--- src/hw/rtl/vsl_pkg.sv ---
`timescale 1ns / 1ps
// ----------------------------------------------------------------------------
// vsl_pkg
// Shared widths, types and constants of the velocity slew limiter.
// ----------------------------------------------------------------------------
package vsl_pkg;

  localparam int VEL_W  = 16;                  // signed Q8.8 velocity
  localparam int DIF_W  = VEL_W + 1;           // target - current
  localparam int MAG_W  = VEL_W;               // |difference|, at most 65535
  localparam int ACC_W  = 15;                  // unsigned Q7.8 acceleration
  localparam int STEP_W = 16;                  // unsigned Q0.16 step time
  localparam int C_W    = ACC_W + STEP_W;      // allowed change, Q7.24
  localparam int SQ_W   = 2 * MAG_W;           // one squared component
  localparam int S_W    = SQ_W + 2;            // sum of three squares
  localparam int RAD_W  = S_W + 16;            // radicand, Q18.32
  localparam int ROOT_W = (RAD_W + 1) / 2;     // distance, Q9.16
  localparam int PROD_W = MAG_W + C_W;         // |d| * C
  localparam int NUM_W  = PROD_W - 8;          // dividend after the 2^8 of den
  localparam int Q_W    = MAG_W;               // quotient is below |d|

  localparam logic [STEP_W-1:0] STEP_RESET = STEP_W'(1092);

  typedef logic signed [VEL_W-1:0] vel_t;

  // context carried alongside the distance computation
  typedef struct packed {
    vel_t             cur_x;
    vel_t             cur_y;
    vel_t             cur_z;
    vel_t             tgt_x;
    vel_t             tgt_y;
    vel_t             tgt_z;
    logic [MAG_W-1:0] mag_x;
    logic [MAG_W-1:0] mag_y;
    logic [MAG_W-1:0] mag_z;
    logic             neg_x;
    logic             neg_y;
    logic             neg_z;
    logic [C_W-1:0]   c;
    logic             three_d;
    logic             rec_out;
    logic             wake;
  } ctx_t;

  // context carried alongside the divider lanes
  typedef struct packed {
    vel_t cur_x;
    vel_t cur_y;
    vel_t cur_z;
    vel_t tgt_x;
    vel_t tgt_y;
    vel_t tgt_z;
    logic neg_x;
    logic neg_y;
    logic neg_z;
    logic three_d;
    logic rec_out;
    logic wake;
    logic take_tgt;
  } fin_t;

  // one result request
  typedef struct packed {
    vel_t new_vx;
    vel_t new_vy;
    vel_t new_vz;
    logic recovering_out;
    logic wake;
  } res_t;

endpackage

--- src/hw/rtl/vsl_obuf.sv ---
`timescale 1ns / 1ps
// ----------------------------------------------------------------------------
// vsl_obuf
// Output register with a one-entry skid; stalls the pipeline when full.
// ----------------------------------------------------------------------------
module vsl_obuf
  import vsl_pkg::*;
(
  input  logic clk,
  input  logic rst_n,
  input  logic pipe_valid,
  input  res_t pipe_data,
  output logic pipe_en,
  output logic out_valid,
  input  logic out_ready,
  output res_t out_data
);

  logic out_v_r;
  res_t out_d_r;
  logic skid_v_r;
  res_t skid_d_r;

  assign pipe_en   = !skid_v_r;
  assign out_valid = out_v_r;
  assign out_data  = out_d_r;

  always_ff @(posedge clk) begin
    if (!rst_n) begin
      out_v_r  <= 1'b0;
      skid_v_r <= 1'b0;
    end else if (skid_v_r) begin
      if (out_ready) begin
        out_d_r  <= skid_d_r;
        skid_v_r <= 1'b0;
      end
    end else if (pipe_valid) begin
      if (!out_v_r || out_ready) begin
        out_v_r <= 1'b1;
        out_d_r <= pipe_data;
      end else begin
        skid_v_r <= 1'b1;
        skid_d_r <= pipe_data;
      end
    end else if (out_ready) begin
      out_v_r <= 1'b0;
    end
  end

endmodule

--- config.mk ---
export PLATFORM = sky130hd
export DESIGN_NAME = vsl_obuf
export DESIGN_NICKNAME = d
export VERILOG_FILES = /design/src/hw/rtl/vsl_pkg.sv /design/src/hw/rtl/vsl_obuf.sv
export SDC_FILE = /design/constraint.sdc
export NUM_CORES = 1
export LEC_CHECK = 0
export BUFFER_PORTS_ARGS = -buffer_cell sky130_fd_sc_hd__buf_2
export CORE_MARGIN = 10
export CORE_UTILIZATION = 30
export CTS_CLUSTER_DIAMETER = 100
export CTS_CLUSTER_SIZE = 20
export DETAILED_ROUTE_END_ITERATION = 16
export SYNTH_ARGS = -nofsm -noshare
export SYNTH_HDL_FRONTEND = slang
export SYNTH_SLANG_ARGS = --single-unit
--- constraint.sdc ---
create_clock -name clk -period 8.95 [get_ports clk]
set_input_delay 0.4475 -clock clk [delete_from_list [all_inputs] [get_ports clk]]
set_output_delay 0.4475 -clock clk [all_outputs]
set_load 0.005 [all_outputs]
After elaboration in Yosys (flattened, before gate mapping) --
Index checks and enable logic that the tools add are counted.
Word-level totals: register bits after elaboration 102, output and inout port bits 52, word-level logic and storage cells 36
Cells by class: equality and inequality tests 2, multiplexer cells 11, bitwise logic cells 2, reductions and logical operators 9
Operators with widths (count):
- $mux W50 | 4
- $reduce_and A4 Y1 | 2
- $mux W1 | 7
- $reduce_bool A2 Y1 | 3
- $reduce_and A3 Y1 | 1
- $logic_not A1 Y1 | 2
- $ne A2 B1 Y1 const B | 1
- $ne A2 B2 Y1 const B | 1
- $not A1 Y1 | 2
- $logic_or A1 B1 Y1 | 1

Logic depth before layout (Yosys ltp) --
depth in word-level cells 5, mapped depth 4

Worst setup path after synthesis --
No wires, ideal clock.
kind input to register, start point in out_ready, end point reg skid_d_r[0] (netlist name), enable pin, setup time 0.520 ns, data arrival time 4.043 ns, slack 4.387 ns, cell stages on the path 2, path buffers 0, path through nand2b_1 nor3_1
On the way: cells in the longest elaborated chain, start to end 3
RTL lines:
- start, declared | RTL line vsl_obuf.sv:15 | input logic out_ready,
- $logic_or A1 B1 Y1 | RTL line vsl_obuf.sv:38 | if (!out_v_r || out_ready) begin
- $not A1 Y1 (no line)
- $reduce_and A4 Y1 (no line)
- end signal, assigned | RTL line vsl_obuf.sv:43 | skid_d_r <= pipe_data;
- end, declared | RTL line vsl_obuf.sv:22 | res_t skid_d_r;
No other way between the ends. A chain may end at the register's enable or synchronous reset.

Final worst setup path --
start point reg skid_v_r, end point reg out_d_r, in the netlist out_data[18], enable pin
On the way: cells in the longest elaborated chain, start to end 2, elaborated cells on any way between the ends 4, those cells by class 1 x eq/ne; 3 x reduce/logical
RTL lines:
- start, declared | RTL line vsl_obuf.sv:21 | logic skid_v_r;
- start signal, assigned | RTL line vsl_obuf.sv:31 | skid_v_r <= 1'b0;
- start signal, assigned | RTL line vsl_obuf.sv:35 | skid_v_r <= 1'b0;
- start signal, assigned | RTL line vsl_obuf.sv:42 | skid_v_r <= 1'b1;
- $ne A2 B2 Y1 (no line) or $reduce_bool A2 Y1 (tied branches)
- $reduce_and A4 Y1 (no line) (*)
- end signal, assigned | RTL line vsl_obuf.sv:34 | out_d_r <= skid_d_r;
- end signal, assigned | RTL line vsl_obuf.sv:40 | out_d_r <= pipe_data;
- end, declared | RTL line vsl_obuf.sv:20 | res_t out_d_r;
Mark *: on every way between the ends. The rest lies on a longest branch, timed or not.

==> summary.txt <==
Outcome -> finished clean
Hold path endpoint -> skid_d_r[47]
Post-synth top area cell -> edfxtp_1
Final setup TNS -> 0 ns
Post-synth EDFFs -> 100
CTS Root Cell -> clkbuf_16
Top Metal Used -> met4
Mapped Avg Cell Area -> 22.8 µm²
FFs w/ async S/R, synth -> 0
Ranking of synthesized cells by area -> edfxtp_1, mux2_4, mux2_2, buf_6, dfxtp_1
Fmax -> 452 MHz
Slowest stage cell, crit path -> dfxtp_4
Initial Utilization -> 0.306
Final Util -> 0.386
Max Cap Viol -> 0
CTS Hold Bufs -> 0
Slew HR -> 0.381
Met3 wire length -> 444 µm
Max Root-Sink Buffers -> 2
Synth cell types -> 16
Routed Wire Length -> 7.06 mm
Layout cell share with drive strength beyond 1 -> 0.612
Yosys Warn Count -> 0
Clock transition at the registers of the reported paths -> 0.07 ns
Remaining DRCs -> 0
Port Buffer Count -> 105
Antenna violations before repair -> 0
# IOs -> 106
Max IR drop VDD -> 0.105 mV
Largest net degree at the start of global routing -> 57
CTS H-tree lvls -> 3
Post-DP HPWL -> 4.95 mm
Startpoint types -> flop
Worst min-delay path startpoint -> pipe_data[47]
Final ANT Viol Nets -> 0
Diode count -> 0
Average wire per standard cell -> 15.4 µm
Register area -> 0.00305 mm²
Clk_skew -> 0.00535 ns
Internal -> 0.000822 W
Leak -> 1.82 nW
WL met1 -> 3.03 mm
Reg2Reg Depth -> 2
Die Ht -> 133 µm
Place WS -> 6.68 ns
Compound-Gate Fraction of Synth Area -> 0.00551
Final setup fails -> 0
Slowest stage delay, CP -> 0.97 ns
CTS resizes -> 0
Global route total overflow -> 0
Yosys top cell area share -> 0.778
Top FF cell, synth -> edfxtp_1
Routability cong. -> 0.681
CP Capture Type -> flop
R2R setup slack -> 6.74 ns
Seq/Total Area, Yosys -> 0.788
Post-route cell area -> 0.00488 mm²
Routed vias -> 1879
Crit Path Class -> flop to flop
Die ar. -> 0.0178 mm²
Fillers -> 1204
Syn_nets -> 223
Final Hold Viols -> 0
Switching portion of total power -> 0.192
Die Width -> 133 µm
Simple-gate share of the synthesized area -> 0.00940
TritonCTS buffer count -> 9
Tcrit/Tclk final -> 0.247
Combinational share of power -> 0.059
# rows -> 41
Mapped Area -> 0.00386 mm²
First-pass GRT wire length -> 11.4 mm
Area occupied by multi-input gates -> 757 µm²
Synth Register Bits -> 102
Main combinational cell family by area after synthesis -> multiplexers
Reg2reg end -> out_data[18]
PwrDens -> 209 mW/mm²
Routed vias/inst -> 4.10
Net Switching -> 0.000196 W
WP data arrival -> 2.19 ns
Post-CTS Setup Bufs -> 0
Crit Path Max Fanout -> 56
# clock sinks -> 102
Fin crit period -> 2.21 ns
Hold WC Path Type -> primary input to flop
Mux contribution to synthesized area -> 0.180
Reg power frac -> 0.542
R2r startpoint -> skid_v_r
RSZ-0062 raised after global routing -> false
Met2 WL -> 3.41 mm
Worst-Margin Slew -> 0.929 ns
TritonCTS clock tree -> built
Placed inst area -> 0.00456 mm²
Core area -> 0.0126 mm²
Layout Nets -> 335
Worst EP required -> 8.92 ns
Clock latency on the worst-skew pair -> 0.34 ns
Hold Path Depth -> 1
Post-synthesis xor/xnor area fraction -> 0
Final Max Slew Viols -> 0
Clk pwr share -> 0.399
Synthesized netlist cell count -> 169
Crit-path cells -> o221a_2 -> buf_4
Vias in the first global route -> 2115
Area Growth Syn to Fin -> 26.4%
Synth Area in Adders -> 0
Drt pass-1 iters -> 4
Count leader, synth -> edfxtp_1
DRT iter0 DRCs -> 101
Top cells by instance count after synthesis -> edfxtp_1, mux2_4, mux2_2, buf_6
Tot GR Track Use -> 0.0816
Final WS setup -> 6.74 ns
layout make-up:
type / instances / area share
Sequential cell: 102 / 0.625
Inverter: 1 / 0.000770
Clock inverter: 7 / 0.0182
Tap cell: 172 / 0.0441
Multi-Input combinational cell: 60 / 0.155
Clock buffer: 9 / 0.0462
Timing Repair Buffer: 107 / 0.111
worst max-delay path: cells and delay by family, from the launching register on:
kind                   cells  cell delay [ns]
AO/OA/AOI/OAI              1             0.31
buffers and inverters      1             0.52
flip-flops                 1             0.97
sequential cells by signal, summed over array words and instances (netlist names):
register   cells
skid_d_r      50
skid_v_r       1
out_data      50
out_valid      1
through the flow:
stage               std cells  power (W)  hold slack [ns]
finish                    458    0.00102            0.297
global route              458    0.00106            0.282
CTS                       458    0.00103            0.279
detailed placement        442   0.000624            0.474
global placement          442   0.000622            0.463
floorplan                 169   0.000592            0.470
how the worst max path moves through the flow:
stage | from | endpoint | slack (ns) | cells past startpoint
final | skid_v_r | out_data[18] | 6.74 | 2
after global routing | skid_v_r | out_data[32] | 6.57 | 2
after CTS | skid_v_r | out_data[44] | 6.69 | 2
after detailed placement | skid_v_r | out_data[10] | 6.68 | 2
after global placement | skid_v_r | out_data[14] | 6.71 | 2
after floorplan | out_ready | skid_d_r[0] | 4.39 | 2
cell usage in the layout, fill, tap and decap left out:
cell type	n
inv_1	1
clkinvlp_4	2
nor3_2	1
o21ai_1	1
dfxtp_1	1
mux2_2	15
nand2_1	2
mux2_4	35
clkinv_1	1
nor2b_1	1
clkinv_2	2
nor2_1	1
clkbuf_16	9
nand3b_1	1
bufinv_16	2
o221a_2	1
a21oi_1	1
dfxtp_4	1
edfxtp_1	100
buf_2	105
buf_4	2
nand2b_1	1
logic make-up after synthesis:
| group | count (synthesis) |
|---|---|
| simple gates | 7 |
| compound gates | 3 |
| mux | 50 |
| buf+inv | 7 |
| flops | 102 |
power groups by stage:
stage	logic (W)	clock network, W	registers [W]
floorplan	0.0000308	0	0.000561
global placement	0.0000606	0	0.000562
detailed placement	0.0000621	0	0.000562
CTS	0.0000620	0.000418	0.000552
global route	0.0000666	0.000436	0.000553
finish	0.0000598	0.000406	0.000551
routing by layer:
| layer | GRT usage | vias up |
|---|---|---|
| met5 | 0 | - |
| li1 | - | 895 |
| met1 | 0.0949 | 912 |
| met3 | 0.0293 | 10 |
| met4 | 0.0490 | 0 |
| met2 | 0.127 | 62 |
Note: power is estimated with default switching activity, not from simulation.
