===== src/hw/rtl/vsl_pkg.sv =====
`timescale 1ns / 1ps
// ----------------------------------------------------------------------------
// vsl_pkg
// Shared widths, types and constants of the velocity slew limiter.
// ----------------------------------------------------------------------------
package vsl_pkg;

  localparam int VEL_W  = 16;                  // signed Q8.8 velocity
  localparam int DIF_W  = VEL_W + 1;           // target - current
  localparam int MAG_W  = VEL_W;               // |difference|, at most 65535
  localparam int ACC_W  = 15;                  // unsigned Q7.8 acceleration
  localparam int STEP_W = 16;                  // unsigned Q0.16 step time
  localparam int C_W    = ACC_W + STEP_W;      // allowed change, Q7.24
  localparam int SQ_W   = 2 * MAG_W;           // one squared component
  localparam int S_W    = SQ_W + 2;            // sum of three squares
  localparam int RAD_W  = S_W + 16;            // radicand, Q18.32
  localparam int ROOT_W = (RAD_W + 1) / 2;     // distance, Q9.16
  localparam int PROD_W = MAG_W + C_W;         // |d| * C
  localparam int NUM_W  = PROD_W - 8;          // dividend after the 2^8 of den
  localparam int Q_W    = MAG_W;               // quotient is below |d|

  localparam logic [STEP_W-1:0] STEP_RESET = STEP_W'(1092);

  typedef logic signed [VEL_W-1:0] vel_t;

  // context carried alongside the distance computation
  typedef struct packed {
    vel_t             cur_x;
    vel_t             cur_y;
    vel_t             cur_z;
    vel_t             tgt_x;
    vel_t             tgt_y;
    vel_t             tgt_z;
    logic [MAG_W-1:0] mag_x;
    logic [MAG_W-1:0] mag_y;
    logic [MAG_W-1:0] mag_z;
    logic             neg_x;
    logic             neg_y;
    logic             neg_z;
    logic [C_W-1:0]   c;
    logic             three_d;
    logic             rec_out;
    logic             wake;
  } ctx_t;

  // context carried alongside the divider lanes
  typedef struct packed {
    vel_t cur_x;
    vel_t cur_y;
    vel_t cur_z;
    vel_t tgt_x;
    vel_t tgt_y;
    vel_t tgt_z;
    logic neg_x;
    logic neg_y;
    logic neg_z;
    logic three_d;
    logic rec_out;
    logic wake;
    logic take_tgt;
  } fin_t;

  // one result request
  typedef struct packed {
    vel_t new_vx;
    vel_t new_vy;
    vel_t new_vz;
    logic recovering_out;
    logic wake;
  } res_t;

endpackage


===== src/hw/rtl/vsl_sqrt.sv =====
`timescale 1ns / 1ps
// ----------------------------------------------------------------------------
// vsl_sqrt
// Pipelined integer square root, one root bit per stage.
// ----------------------------------------------------------------------------
module vsl_sqrt
  import vsl_pkg::*;
(
  input  logic              clk,
  input  logic              en,
  input  logic [RAD_W-1:0]  rad_i,
  output logic [ROOT_W-1:0] root_o
);

  localparam int RW = RAD_W + 2;

  logic [RW-1:0]     rem_r  [ROOT_W-1];
  logic [ROOT_W-1:0] root_r [ROOT_W];

  for (genvar k = 0; k < ROOT_W; k++) begin : g_stage
    localparam int B = ROOT_W - 1 - k;

    logic [RW-1:0]     rem_in;
    logic [ROOT_W-1:0] root_in;
    logic [RW-1:0]     trial;
    logic              fit;

    if (k == 0) begin : g_first
      assign rem_in  = RW'(rad_i);
      assign root_in = '0;
    end else begin : g_next
      assign rem_in  = rem_r[k-1];
      assign root_in = root_r[k-1];
    end

    // (root + 2^B)^2 - root^2
    assign trial = (RW'(root_in) << (B + 1)) + (RW'(1) << (2 * B));
    assign fit   = (rem_in >= trial);

    always_ff @(posedge clk) begin
      if (en) begin
        root_r[k] <= fit ? (root_in | (ROOT_W'(1) << B)) : root_in;
      end
    end

    if (k < ROOT_W - 1) begin : g_rem
      always_ff @(posedge clk) begin
        if (en) begin
          rem_r[k] <= fit ? (rem_in - trial) : rem_in;
        end
      end
    end
  end

  assign root_o = root_r[ROOT_W-1];

endmodule


===== config.mk =====
export PLATFORM = sky130hd
export DESIGN_NAME = vsl_sqrt
export DESIGN_NICKNAME = d
export VERILOG_FILES = /design/src/hw/rtl/vsl_pkg.sv /design/src/hw/rtl/vsl_sqrt.sv
export SDC_FILE = /design/constraint.sdc
export NUM_CORES = 2
export LEC_CHECK = 0
export BUFFER_PORTS_ARGS = -buffer_cell sky130_fd_sc_hd__buf_2
export CAP_MARGIN = 20
export CORE_ASPECT_RATIO = 0.5
export CORE_MARGIN = 2
export CORE_UTILIZATION = 45
export DETAILED_ROUTE_END_ITERATION = 8
export MAX_ROUTING_LAYER = met4
export SLEW_MARGIN = 25
export SYNTH_ARGS = -nofsm -noshare
export SYNTH_HDL_FRONTEND = slang
export SYNTH_SLANG_ARGS = --single-unit

===== constraint.sdc =====
create_clock -name clk -period 5.43 [get_ports clk]
set_clock_uncertainty 0.1 [all_clocks]
set_input_delay 0.543 -clock clk [delete_from_list [all_inputs] [get_ports clk]]
set_output_delay 0.543 -clock clk [all_outputs]
set_load 0.005 [all_outputs]

======== Word level (Yosys, flattened, before mapping) ========
Memory sizes are Yosys's and may differ from the RTL's.
Cells that the tools add are included.
word-level totals
  register bits ........................... 0
  memory bits (writable) .................. 1873
  input bits .............................. 52
  output and inout bits ................... 25
  word-level logic and storage cells ...... 126
  memories kept ........................... 2
operators by class
  add/sub/neg operators ................... 48
  order comparisons ....................... 25
  muxes and demuxes ....................... 51
memory list
  memory  words  bits a word  read ports  clocked after Yosys merged registers in  write ports  RTL line        RTL
  rem_r   24     52           24          0                                        24           vsl_sqrt.sv:17  logic [RW-1:0] rem_r [ROOT_W-1];
  root_r  25     25           25          0                                        25           vsl_sqrt.sv:18  logic [ROOT_W-1:0] root_r [ROOT_W];
operators with widths
  cell                            number
  2-to-1 mux 52 bit               24
  >= comparator 52 x 27 -> 1 bit  1
  >= comparator 52 x 28 -> 1 bit  1
  >= comparator 52 x 29 -> 1 bit  1
  >= comparator 52 x 30 -> 1 bit  1
  >= comparator 52 x 31 -> 1 bit  1
  >= comparator 52 x 32 -> 1 bit  1
  >= comparator 52 x 33 -> 1 bit  1
  >= comparator 52 x 34 -> 1 bit  1
  >= comparator 52 x 35 -> 1 bit  1
  >= comparator 52 x 36 -> 1 bit  1
  >= comparator 52 x 37 -> 1 bit  1
  >= comparator 52 x 38 -> 1 bit  1
  >= comparator 52 x 39 -> 1 bit  1
  >= comparator 52 x 40 -> 1 bit  1
  >= comparator 52 x 41 -> 1 bit  1
  >= comparator 52 x 42 -> 1 bit  1
  >= comparator 52 x 43 -> 1 bit  1
  >= comparator 52 x 44 -> 1 bit  1
  >= comparator 52 x 45 -> 1 bit  1
  >= comparator 52 x 46 -> 1 bit  1
  >= comparator 52 x 47 -> 1 bit  1
  >= comparator 52 x 48 -> 1 bit  1
  >= comparator 52 x 49 -> 1 bit  1
  75 further kinds                77

======== Logic depth before layout (Yosys ltp) ========
An unclocked memory read counts as a cell.
  depth after elaboration ................. 4
  gate-level depth with buffers ........... 14
  depth with buffers taken out ............ 12

======== Worst setup path after synthesis ========
Ideal clock, no wire load.
  path kind ............................... register to register
  from .................................... memory rem_r[1][246] (netlist bit)
  to ...................................... memory rem_r[1][287] (netlist bit) (data pin)
  setup time .............................. 0.262 ns
  arrival time ............................ 3.375 ns
  setup slack ............................. 1.693 ns
  stages on the path, launching flop included .. 11
  buffers on the path ..................... 2
  period minus slack after synthesis ...... 3.737 ns
  cell sequence ........................... edfxtp_1 -> or3_4 -> or4_4 -> or2_4 -> or4b_4 -> or4_4 -> nor3_1 -> o31a_1 -> buf_6 -> buf_8 -> mux2_1
RTL lines
  item             RTL line
  start, declared  vsl_sqrt.sv:17

==> out/metrics.yaml <==
outcome:
  outcome: "complete, no violations"
logic_synthesis:
  yosysMostFrequentCell: "edfxtp_1"
  async_flop_share: 0
  syn_area_mm2: 0.0747
  synth_top_family_by_area: "simple AND/OR/NAND/NOR gates"
  synth_edf_count: 1572
  ys_ff_latch: 1572
  syn_inst: 5839
  syn_nets: 6237
  synth_cell_types: 91
  synth-adder-area-share: 0.0580
  synth_warnings: 0
  synth_mux_area_frac: 0.0115
  syn_avg_cell_area_um2: 12.8
  synth-simple-area-share: 0.117
  synth_top_area_frac: 0.632
  synth_compound_area_frac: 0.0870
  ys.flop_type: "edfxtp_1"
  yosys-top-cells-area: "edfxtp_1, ha_1, xnor2_1, xor2_1, a21oi_1"
  yosysTopAreaCell: "edfxtp_1"
  synthTopCellsByCount: "edfxtp_1, inv_1, nor2_1"
  synthXorXnorAreaFrac: 0.0652
  synth-seq-area-share: 0.632
setup_path:
  r2r_slack_ns: 1.15
  reg2reg_to: "rem_r[1][286]"
  reg2regPathDepth: 9
  cp-start-kind: "register"
  r2r_start: "rem_r[1][246]"
  required_ns: 5.84
  worstSetupPathType: "reg -> reg"
  crit_path_end_kind: "register"
  cp.arrival_ns: 4.69
  worst-path-max-fanout: 24
sta:
  hold-worst-slack_ns: 0.0842
  period_share: 0.787
  setup_viol: 0
  max-slew-margin-rel: 0.200
  rsz0062_at_grt: "false"
  setup-tns-final_ns: 0
  fmax_mhz: 234
  tightest_slew_ns: 1.19
  period_minus_slack_ns: 4.28
  slew_viol_final: 0
  hold_viol: 0
  setup_slack_ns: 1.15
final_layout:
  nets: 6463
  drive_above_1_share: 0.0763
  final_area_mm2: 0.0831
  syn2layout_area_growth_pct: 11.3
  utilization: 0.506
  stdcell_count: 8363
  final.fill_count: 13791
  diodes: 0
detailed_routing:
  drcViolationCount: 0
  postRouteAntennaNets: 0
  first_pass_iters: 5
  drtIter0Drc: 2336
  via_count: 44743
  vias_per_cell: 5.35
  wirelength_um: 146000
  wire_per_inst_um: 17.5
grt:
  antenna_found_initial: 0
  grt_first_pass_wirelength_um: 236000
  grt_max_degree: 168
  grt_overflow_total: 0
  first_global_vias: 46439
  track_usage: 0.177
cts:
  clock_sinks: 1572
  clock_path_buffers: 4
  cts_tree: "done"
  cts_max_level: 4
  clk_latency_ns: 0.78
  cts_buffers: 155
  path_clk_slew_ns: 0.07
  cts_root_buf: "clkbuf_16"
placed_design:
  post_dp_cell_area_mm2: 0.0779
  hpwl_um: 107000
  placed_cells_incl_taps: 8048
  portBuffers: 76
  place.gp.congestion: 0.907
  place_ws_ns: 1.13
die:
  die_area_mm2: 0.169
  ios: 77
  die_x_um: 580
  coreArea_mm2: 0.164
  rows: 105
  die_y_um: 292
  initial_core_util: 0.454
pwr:
  power_density_mw_per_mm2: 385
  power.leakage_nw: 31.2
  ir_drop_mv: 0.245
  total_power_mw: 32.0
flow_run:
  cap_viol_max_count: 0
hold_path:
  min_from: "en"
  hold_path_end: "rem_r[0][49]"
  min_path_type: "in -> reg"
  worstHoldPathCells: 1
## timing repair
item	CTS	global route
buffers inserted	0	0
gates resized for setup	0	0
hold buffers	51	0
hold endpoints to repair	51	0
## state kept, by name, summed over array words and instances (netlist names)
name and count:
rem_r 1247, root_r 325
## routing by layer
layer  routed length, um  vias to the layer above  GRT usage
li1                    -                    22277          -
met1               58200                    21148      0.188
met2               74500                      919      0.318
met3                4880                      399     0.0258
met4                8570                        0     0.0958
met5                   0                        -          -
## worst max-delay path: stages, from the launching register on
cell and delay (ns):
edfxtp_1 0.44, or3_4 0.41, or4_4 0.44, or2_4 0.26, or4b_4 0.50, or4_4 0.50
nor3_1 0.24, o31a_1 0.75, buf_4 0.29, o21ai_0 0.10
## layout by cell type, fill, tap and decap left out, drive strengths merged, types with 28 or more instances in the layout
| master | n |
|---|---|
| a31oi | 32 |
| nor2b | 36 |
| or3 | 65 |
| or2 | 28 |
| mux2 | 69 |
| a21oi | 329 |
| buf | 139 |
| edfxtp | 1572 |
| nor4 | 215 |
| nand2b | 62 |
| clkinv | 72 |
| xor2 | 273 |
| o21bai | 36 |
| xnor2 | 283 |
| nor2 | 411 |
| o31ai | 39 |
| inv | 443 |
| ha | 346 |
| a21o | 137 |
| nand4 | 96 |
| clkbuf | 176 |
| nor3 | 166 |
| nand3 | 93 |
| o21a | 80 |
| dlygate4sd3 | 51 |
| o21ai | 232 |
| or4 | 45 |
| nand2 | 318 |
## cell families (layout without fill, tap and decap cells)
logic type	Yosys count	after routing
AND/OR/NAND/NOR	1688	1688
flip-flops	1572	1572
AO/OA/AOI/OAI	1039	1039
buffers and inverters	560	891
XOR/XNOR	556	556
adder cells (fa/ha/maj)	346	346
multiplexers	77	77
other	1	1
## worst max path at each step
| stage | startpoint | endpoint |
|---|---|---|
| final | rem_r[1][246] | rem_r[1][286] |
| after global routing | rem_r[1][246] | rem_r[1][284] |
| after global placement | rem_r[1][246] | rem_r[1][286] |
| after CTS | rem_r[2][225] | rem_r[2][309] |
| after floorplan | rem_r[1][246] | rem_r[1][287] |
| after detailed placement | rem_r[1][246] | rem_r[1][286] |
## cell type report
type | count | area [um^2] | share of cell area
timing repair buffer | 190 | 1480 | 0.0178
clock inverter | 86 | 604 | 0.00727
clock buffer | 176 | 4040 | 0.0486
multi-input combinational | 3707 | 25400 | 0.305
sequential | 1572 | 47200 | 0.568
inverter | 439 | 1650 | 0.0198
tap | 2193 | 2740 | 0.0330
## power by group
part | internal [mW] | switching (mW) | leakage (nW)
sequential | 15.2 | 0.958 | 15.1
clock | 5.70 | 4.42 | 2.30
combinational | 2.43 | 3.31 | 13.8
(Power assumes the default switching activity.)
