<file path="src/hw/rtl/vsl_pkg.sv">
`timescale 1ns / 1ps
// ----------------------------------------------------------------------------
// vsl_pkg
// Shared widths, types and constants of the velocity slew limiter.
// ----------------------------------------------------------------------------
package vsl_pkg;

  localparam int VEL_W  = 16;                  // signed Q8.8 velocity
  localparam int DIF_W  = VEL_W + 1;           // target - current
  localparam int MAG_W  = VEL_W;               // |difference|, at most 65535
  localparam int ACC_W  = 15;                  // unsigned Q7.8 acceleration
  localparam int STEP_W = 16;                  // unsigned Q0.16 step time
  localparam int C_W    = ACC_W + STEP_W;      // allowed change, Q7.24
  localparam int SQ_W   = 2 * MAG_W;           // one squared component
  localparam int S_W    = SQ_W + 2;            // sum of three squares
  localparam int RAD_W  = S_W + 16;            // radicand, Q18.32
  localparam int ROOT_W = (RAD_W + 1) / 2;     // distance, Q9.16
  localparam int PROD_W = MAG_W + C_W;         // |d| * C
  localparam int NUM_W  = PROD_W - 8;          // dividend after the 2^8 of den
  localparam int Q_W    = MAG_W;               // quotient is below |d|

  localparam logic [STEP_W-1:0] STEP_RESET = STEP_W'(1092);

  typedef logic signed [VEL_W-1:0] vel_t;

  // context carried alongside the distance computation
  typedef struct packed {
    vel_t             cur_x;
    vel_t             cur_y;
    vel_t             cur_z;
    vel_t             tgt_x;
    vel_t             tgt_y;
    vel_t             tgt_z;
    logic [MAG_W-1:0] mag_x;
    logic [MAG_W-1:0] mag_y;
    logic [MAG_W-1:0] mag_z;
    logic             neg_x;
    logic             neg_y;
    logic             neg_z;
    logic [C_W-1:0]   c;
    logic             three_d;
    logic             rec_out;
    logic             wake;
  } ctx_t;

  // context carried alongside the divider lanes
  typedef struct packed {
    vel_t cur_x;
    vel_t cur_y;
    vel_t cur_z;
    vel_t tgt_x;
    vel_t tgt_y;
    vel_t tgt_z;
    logic neg_x;
    logic neg_y;
    logic neg_z;
    logic three_d;
    logic rec_out;
    logic wake;
    logic take_tgt;
  } fin_t;

  // one result request
  typedef struct packed {
    vel_t new_vx;
    vel_t new_vy;
    vel_t new_vz;
    logic recovering_out;
    logic wake;
  } res_t;

endpackage

</file>
<file path="src/hw/rtl/vsl_div.sv">
`timescale 1ns / 1ps
// ----------------------------------------------------------------------------
// vsl_div
// Pipelined restoring divider, one quotient bit per stage.
// ----------------------------------------------------------------------------
module vsl_div
  import vsl_pkg::*;
(
  input  logic              clk,
  input  logic              en,
  input  logic [NUM_W-1:0]  num_i,
  input  logic [ROOT_W-1:0] den_i,
  output logic [Q_W-1:0]    quo_o
);

  localparam int RW = NUM_W + 2;

  logic [RW-1:0]     rem_r [Q_W-1];
  logic [ROOT_W-1:0] den_r [Q_W-1];
  logic [Q_W-1:0]    quo_r [Q_W];

  // valid only when the quotient is known to fit Q_W bits
  for (genvar k = 0; k < Q_W; k++) begin : g_stage
    localparam int B = Q_W - 1 - k;

    logic [RW-1:0]     rem_in;
    logic [ROOT_W-1:0] den_in;
    logic [Q_W-1:0]    quo_in;
    logic [RW-1:0]     trial;
    logic              fit;

    if (k == 0) begin : g_first
      assign rem_in = RW'(num_i);
      assign den_in = den_i;
      assign quo_in = '0;
    end else begin : g_next
      assign rem_in = rem_r[k-1];
      assign den_in = den_r[k-1];
      assign quo_in = quo_r[k-1];
    end

    assign trial = RW'(den_in) << B;
    assign fit   = (rem_in >= trial);

    always_ff @(posedge clk) begin
      if (en) begin
        quo_r[k] <= fit ? (quo_in | (Q_W'(1) << B)) : quo_in;
      end
    end

    if (k < Q_W - 1) begin : g_carry
      always_ff @(posedge clk) begin
        if (en) begin
          rem_r[k] <= fit ? (rem_in - trial) : rem_in;
          den_r[k] <= den_in;
        end
      end
    end
  end

  assign quo_o = quo_r[Q_W-1];

endmodule

</file>
<file path="config.mk">
export PLATFORM = sky130hd
export DESIGN_NAME = vsl_div
export DESIGN_NICKNAME = d
export VERILOG_FILES = /design/src/hw/rtl/vsl_pkg.sv /design/src/hw/rtl/vsl_div.sv
export SDC_FILE = /design/constraint.sdc
export NUM_CORES = 2
export LEC_CHECK = 0
export ABC_AREA = 1
export ABC_CLOCK_PERIOD_IN_PS = 4000
export BUFFER_PORTS_ARGS = -buffer_cell sky130_fd_sc_hd__buf_2
export CORE_MARGIN = 4
export CORE_UTILIZATION = 45
export DETAILED_ROUTE_END_ITERATION = 7
export GPL_ROUTABILITY_DRIVEN = 0
export MAX_ROUTING_LAYER = met4
export PLACE_DENSITY = 0.62
export SYNTH_ARGS = -nofsm -noshare
export SYNTH_HDL_FRONTEND = slang
export SYNTH_SLANG_ARGS = --single-unit
</file>
<file path="constraint.sdc">
create_clock -name clk -period 4 [get_ports clk]
set_input_delay 0.8 -clock clk [delete_from_list [all_inputs] [get_ports clk]]
set_output_delay 0.8 -clock clk [all_outputs]
set_load 0.05 [all_outputs]
</file>
* After elaboration in Yosys (flattened, before gate mapping)
Memories as Yosys holds them, arrays and structs flattened.
Cells that the tools add are included.
** Word-level totals
- Flip-flop bits (word level) :: 0
- Bits of input ports :: 66
- Output and inout port bits :: 16
- Logic and storage cells :: 67
- Memory bits (writable) :: 1246
- Memories :: 3
** Cells by class
- $lt $le $gt $ge :: 16
- $add $sub $neg :: 15
- Mux-type cells :: 33
** Memories
- rem_r :: words 15, bits a word 41, rd ports 15, clocked after Yosys merged registers in 0, write ports 15, line vsl_div.sv:18 : logic [RW-1:0] rem_r [Q_W-1];
- den_r :: words 15, bits a word 25, rd ports 15, clocked after Yosys merged registers in 0, write ports 15, line vsl_div.sv:19 : logic [ROOT_W-1:0] den_r [Q_W-1];
- quo_r :: words 16, bits a word 16, rd ports 16, clocked after Yosys merged registers in 0, write ports 16, line vsl_div.sv:20 : logic [Q_W-1:0] quo_r [Q_W];
** Operators with widths (count)
- 41-bit 2-to-1 mux :: 15
- 41-bit by 25-bit >= comparator with 1-bit output :: 1
- 41-bit by 26-bit >= comparator with 1-bit output :: 1
- 41-bit by 27-bit >= comparator with 1-bit output :: 1
- 41-bit by 28-bit >= comparator with 1-bit output :: 1
- 41-bit by 29-bit >= comparator with 1-bit output :: 1
- 41-bit by 30-bit >= comparator with 1-bit output :: 1
- 41-bit by 31-bit >= comparator with 1-bit output :: 1
- 41-bit by 32-bit >= comparator with 1-bit output :: 1
- 41-bit by 33-bit >= comparator with 1-bit output :: 1
- 41-bit by 34-bit >= comparator with 1-bit output :: 1
- 41-bit by 35-bit >= comparator with 1-bit output :: 1
- 41-bit by 36-bit >= comparator with 1-bit output :: 1
- 41-bit by 37-bit >= comparator with 1-bit output :: 1
- 41-bit by 38-bit >= comparator with 1-bit output :: 1
- 41-bit by 39-bit >= comparator with 1-bit output :: 1
- 39-bit by 40-bit subtractor with 41-bit output :: 1
- 41-bit by 26-bit subtractor with 41-bit output :: 1
- 41-bit by 27-bit subtractor with 41-bit output :: 1
- 41-bit by 28-bit subtractor with 41-bit output :: 1
- 41-bit by 29-bit subtractor with 41-bit output :: 1
- 41-bit by 30-bit subtractor with 41-bit output :: 1
- 41-bit by 31-bit subtractor with 41-bit output :: 1
- 41-bit by 32-bit subtractor with 41-bit output :: 1
- other kinds (24) :: 26

* Depth between registers and ports, before layout
An unclocked memory read counts as a cell.
- Word-level depth :: 3
- Gate-level depth with buffers :: 17
- Depth with buffers taken out :: 16

* Least setup slack after synthesis
OpenSTA, ideal clock, no wires.
- Path type :: input -> register
- Start :: in num_i[15]
- End :: mem rem_r[0][30] in the netlist's numbering, data pin
- Cell stages on the path :: 14
- Setup time :: 253 ps
- Arrival time :: 2503 ps
- Setup slack :: 1245 ps
- Cells stage by stage :: inv_1 > ha_1 > fa_1 > inv_1 > nand3_1 > nand2_1 > nand2_1 > nand2_1 > nand2_1 > nand2_1 > nand3_2 > buf_2 > nand4_1 > nand2_1
** RTL lines
- from (decl) :: line vsl_div.sv:11 : input logic [NUM_W-1:0] num_i,
- to (decl) :: line vsl_div.sv:18

==> flow_summary.ini <==
[outcome]
status = complete, no violations

[sta]
setup_repair_after_global_routing_missed_its_margin = false
max_slew_margin = 0.3664
worst-slew-pin-transition_ns = 0.9505
hold_violations = 0
setup_viol_count_final = 0
setup-tns-final_ns = 0
worst_hold_slack_ns = 0.2397
final.period_utilization = 0.8267
skew_ns = 0.05991
timing_max_transition_violations_final = 0
min_period_ns = 3.307
fmaxAchievable_mhz = 302.4

[hold_path]
worst_hold_path_type = in -> reg
worstHoldPathCells = 1

[global_route]
grt.overflow.total = 0
grt_start_max_net_pins = 105
antenna_found_initial = 3
grt_first_pass_wirelength_mm = 333.1
grt_use_total = 0.2572
first_global_vias = 58116

[critical_path]
worstSetupStartpointType = register
worst-setup-path-type = reg -> reg
cp-end-kind = register
worst-r2r-cell-count = 9
critPathRequiredTime_ns = 4.46
crit_path_max_fanout = 49
timing.critical_path.arrival_ns = 3.77

[synthesis]
synthAdderAreaFrac = 0.07172
synth_edf_count = 1126
combinational_family_with_the_most_area_after_synthesis = simple AND/OR/NAND/NOR gates
synth-compound-area-share = 0.05961
yosysWarningCount = 0
synthMuxAreaShare = 0
ys_dominant_reg_cell = edfxtp_1
syn_std_cell_area_sq_um = 73800
syn_area_per_cell_sq_um = 7.763
post_synthesis_net_count = 9986
synth-async-reset-ratio = 0
ys_seq_area_frac = 0.4582
synth.ff_latch_count = 1126
post_synth_inst_count = 9506
yosys.area_share.simple = 0.2851
synthXorXnorAreaFrac = 0.02896
yosys.cell_types.count = 51

[routing]
post_drt_via_cell_ratio = 5.293
drtPass1Iterations = 8
drcViolationCount = 0
ant_nets = 0
routed_wire_length_per_instance_microns = 18.22
totalWireLength_mm = 217.7
dr_total_vias = 63224
drt_iter0_drc = 7222

[placement]
count_of_input_and_output_buffers = 81
hpwl_mm = 175.4
placedInstanceArea_sq_um = 76630
placed_cell_count = 11715

[clock_network]
clock_latency_late_sink_ns = 0.77
clock_sink_count = 1126
hold_buffer_count_at_cts = 0
cts_tree = yes
cts_h_tree_depth = 3
clkSlewWorstSetupHoldPaths_ns = 0.07
cts_setup_buffers = 0
cts_inserted_buffers = 120
post_cts_resize_count = 0
cell_at_the_root_of_the_clock_tree = clkbuf_16
cts_buffer_depth = 3

[power_and_ir_drop]
p_leak_nw = 38.19
totalPowerFinal_w = 0.05300
max-vdd-ir-drop_mv = 0.4397
power_per_cell_area_nw_per_um2 = 656.9

[die]
io_pins = 82
initial_util = 0.4529
fp.dieArea_sq_um = 170500
fp-row-count = 148
die_x_microns = 413.0
die_h_microns = 413.0
design.core.area_sq_um = 163000

[layout]
fraction_of_final_layout_cells_sized_beyond_drive_strength_1 = 0.04566
fin_area_sq_um = 80680
final_nets = 10142
area_growth_pct = 9.327
stdcell_count = 11945

[flow_run]
drv_cap = 0
## path summary, 6_finish.rpt
check,from,to,slack [ns]
min reg2reg,quo_r[1][75],quo_r[1][91],0.39
max,rem_r[1][188],rem_r[1][225],0.69
min,den_i[11],den_r[0][11],0.24
max reg2reg,rem_r[1][188],rem_r[1][225],0.69
## area by class of cell
class	count	area (sq um)
Antenna cell	3	7.507
Clock buffer	134	3055
Clock inverter	93	988.4
Fill cell	15653	82280
Inverter	1702	6399
Multi-Input combinational cell	6594	32870
Sequential cell	1126	33810
Tap cell	2175	2721
Timing Repair Buffer	118	830.8
## routing by layer
metal,up-vias,wire [microns],track usage
met3,413,18560,0.04066
met5,-,0,-
met1,29178,93840,0.3452
met2,2759,98440,0.4028
met4,0,6855,0.07830
li1,30874,-,-
## synthesized netlist by cell type (5+ instances only)
| cell | n | area share |
|---|---|---|
| a21o_1 | 8 | 0.00081 |
| nor4_1 | 26 | 0.0022 |
| nand4_1 | 188 | 0.016 |
| inv_1 | 1689 | 0.086 |
| nand2_1 | 3406 | 0.17 |
| nand3b_1 | 41 | 0.0042 |
| and2_1 | 14 | 0.0012 |
| nand2_4 | 5 | 0.00076 |
| nand3_1 | 479 | 0.032 |
| nor2_2 | 27 | 0.0023 |
| xnor2_1 | 101 | 0.012 |
| edfxtp_1 | 1126 | 0.46 |
| fa_1 | 15 | 0.0041 |
| o21ai_0 | 286 | 0.019 |
| inv_2 | 10 | 0.00051 |
| buf_4 | 15 | 0.0015 |
| a21boi_0 | 6 | 0.00061 |
| nand2_2 | 16 | 0.0014 |
| buf_2 | 26 | 0.0018 |
| nor3_1 | 106 | 0.0072 |
| o21bai_1 | 21 | 0.0021 |
| xor2_1 | 143 | 0.017 |
| and3_1 | 9 | 0.00076 |
| o21a_1 | 7 | 0.00071 |
| buf_6 | 39 | 0.0060 |
| o21ai_1 | 29 | 0.0020 |
| ha_1 | 399 | 0.068 |
| nand3_2 | 11 | 0.0015 |
| nor2_1 | 764 | 0.039 |
| a21oi_1 | 413 | 0.028 |
| o21ai_2 | 33 | 0.0039 |
| a21oi_2 | 15 | 0.0018 |
## worst max-delay path: stages, from the launching register on
cell      delay [ns]
edfxtp_1        0.44
ha_1            0.39
a21oi_1         0.28
nand2_1         0.19
a21oi_1         0.18
nand3_2         0.19
nand2_2         0.15
nand2_4         0.15
inv_2           0.71
o21ai_0         0.28
## report_power, final
group | internal, W | switching [W]
Clock | 0.00646 | 0.00490
Combinational | 0.00767 | 0.0154
Sequential | 0.0165 | 0.00207
Total | 0.0306 | 0.0224
## sequential cells by signal, indices dropped and copies added (netlist names)
signal / count
quo_r: 136
rem_r: 615
den_r: 375
## kinds of logic (layout without fill, tap and decap cells)
logic type / count (synthesis) / count (layout)
other: 0 / 3
AND/OR/NAND/NOR: 5115 / 5115
XOR/XNOR: 244 / 244
flip-flops: 1126 / 1126
AO/OA/AOI/OAI: 821 / 821
adder cells (fa/ha/maj): 414 / 414
buffers and inverters: 1786 / 2047
## cells in the final DEF, fill, tap and decap left out, types with 27 or more instances in the layout
cell and count:
o21ai_2 33, xnor2_1 101, a21oi_1 413, nor2_2 27, nor2_1 764, nand4_1 188, edfxtp_1 1126, nand3b_1 41
inv_1 1689, buf_2 80, o21ai_1 29, nand2_1 3406, xor2_1 143, clkbuf_16 120, o21ai_0 286, ha_1 399
nor3_1 106, nand3_1 479
## per-stage QoR
stage	setup WS, ns	utilization
final	0.6933	0.4951
after global placement	0.7652	0.4702
after floorplan	1.245	-
after detailed placement	0.7471	0.4702
after global routing	0.4488	0.4951
after CTS	0.7443	0.4951
No activity file was read; power rests on OpenSTA's default activity.
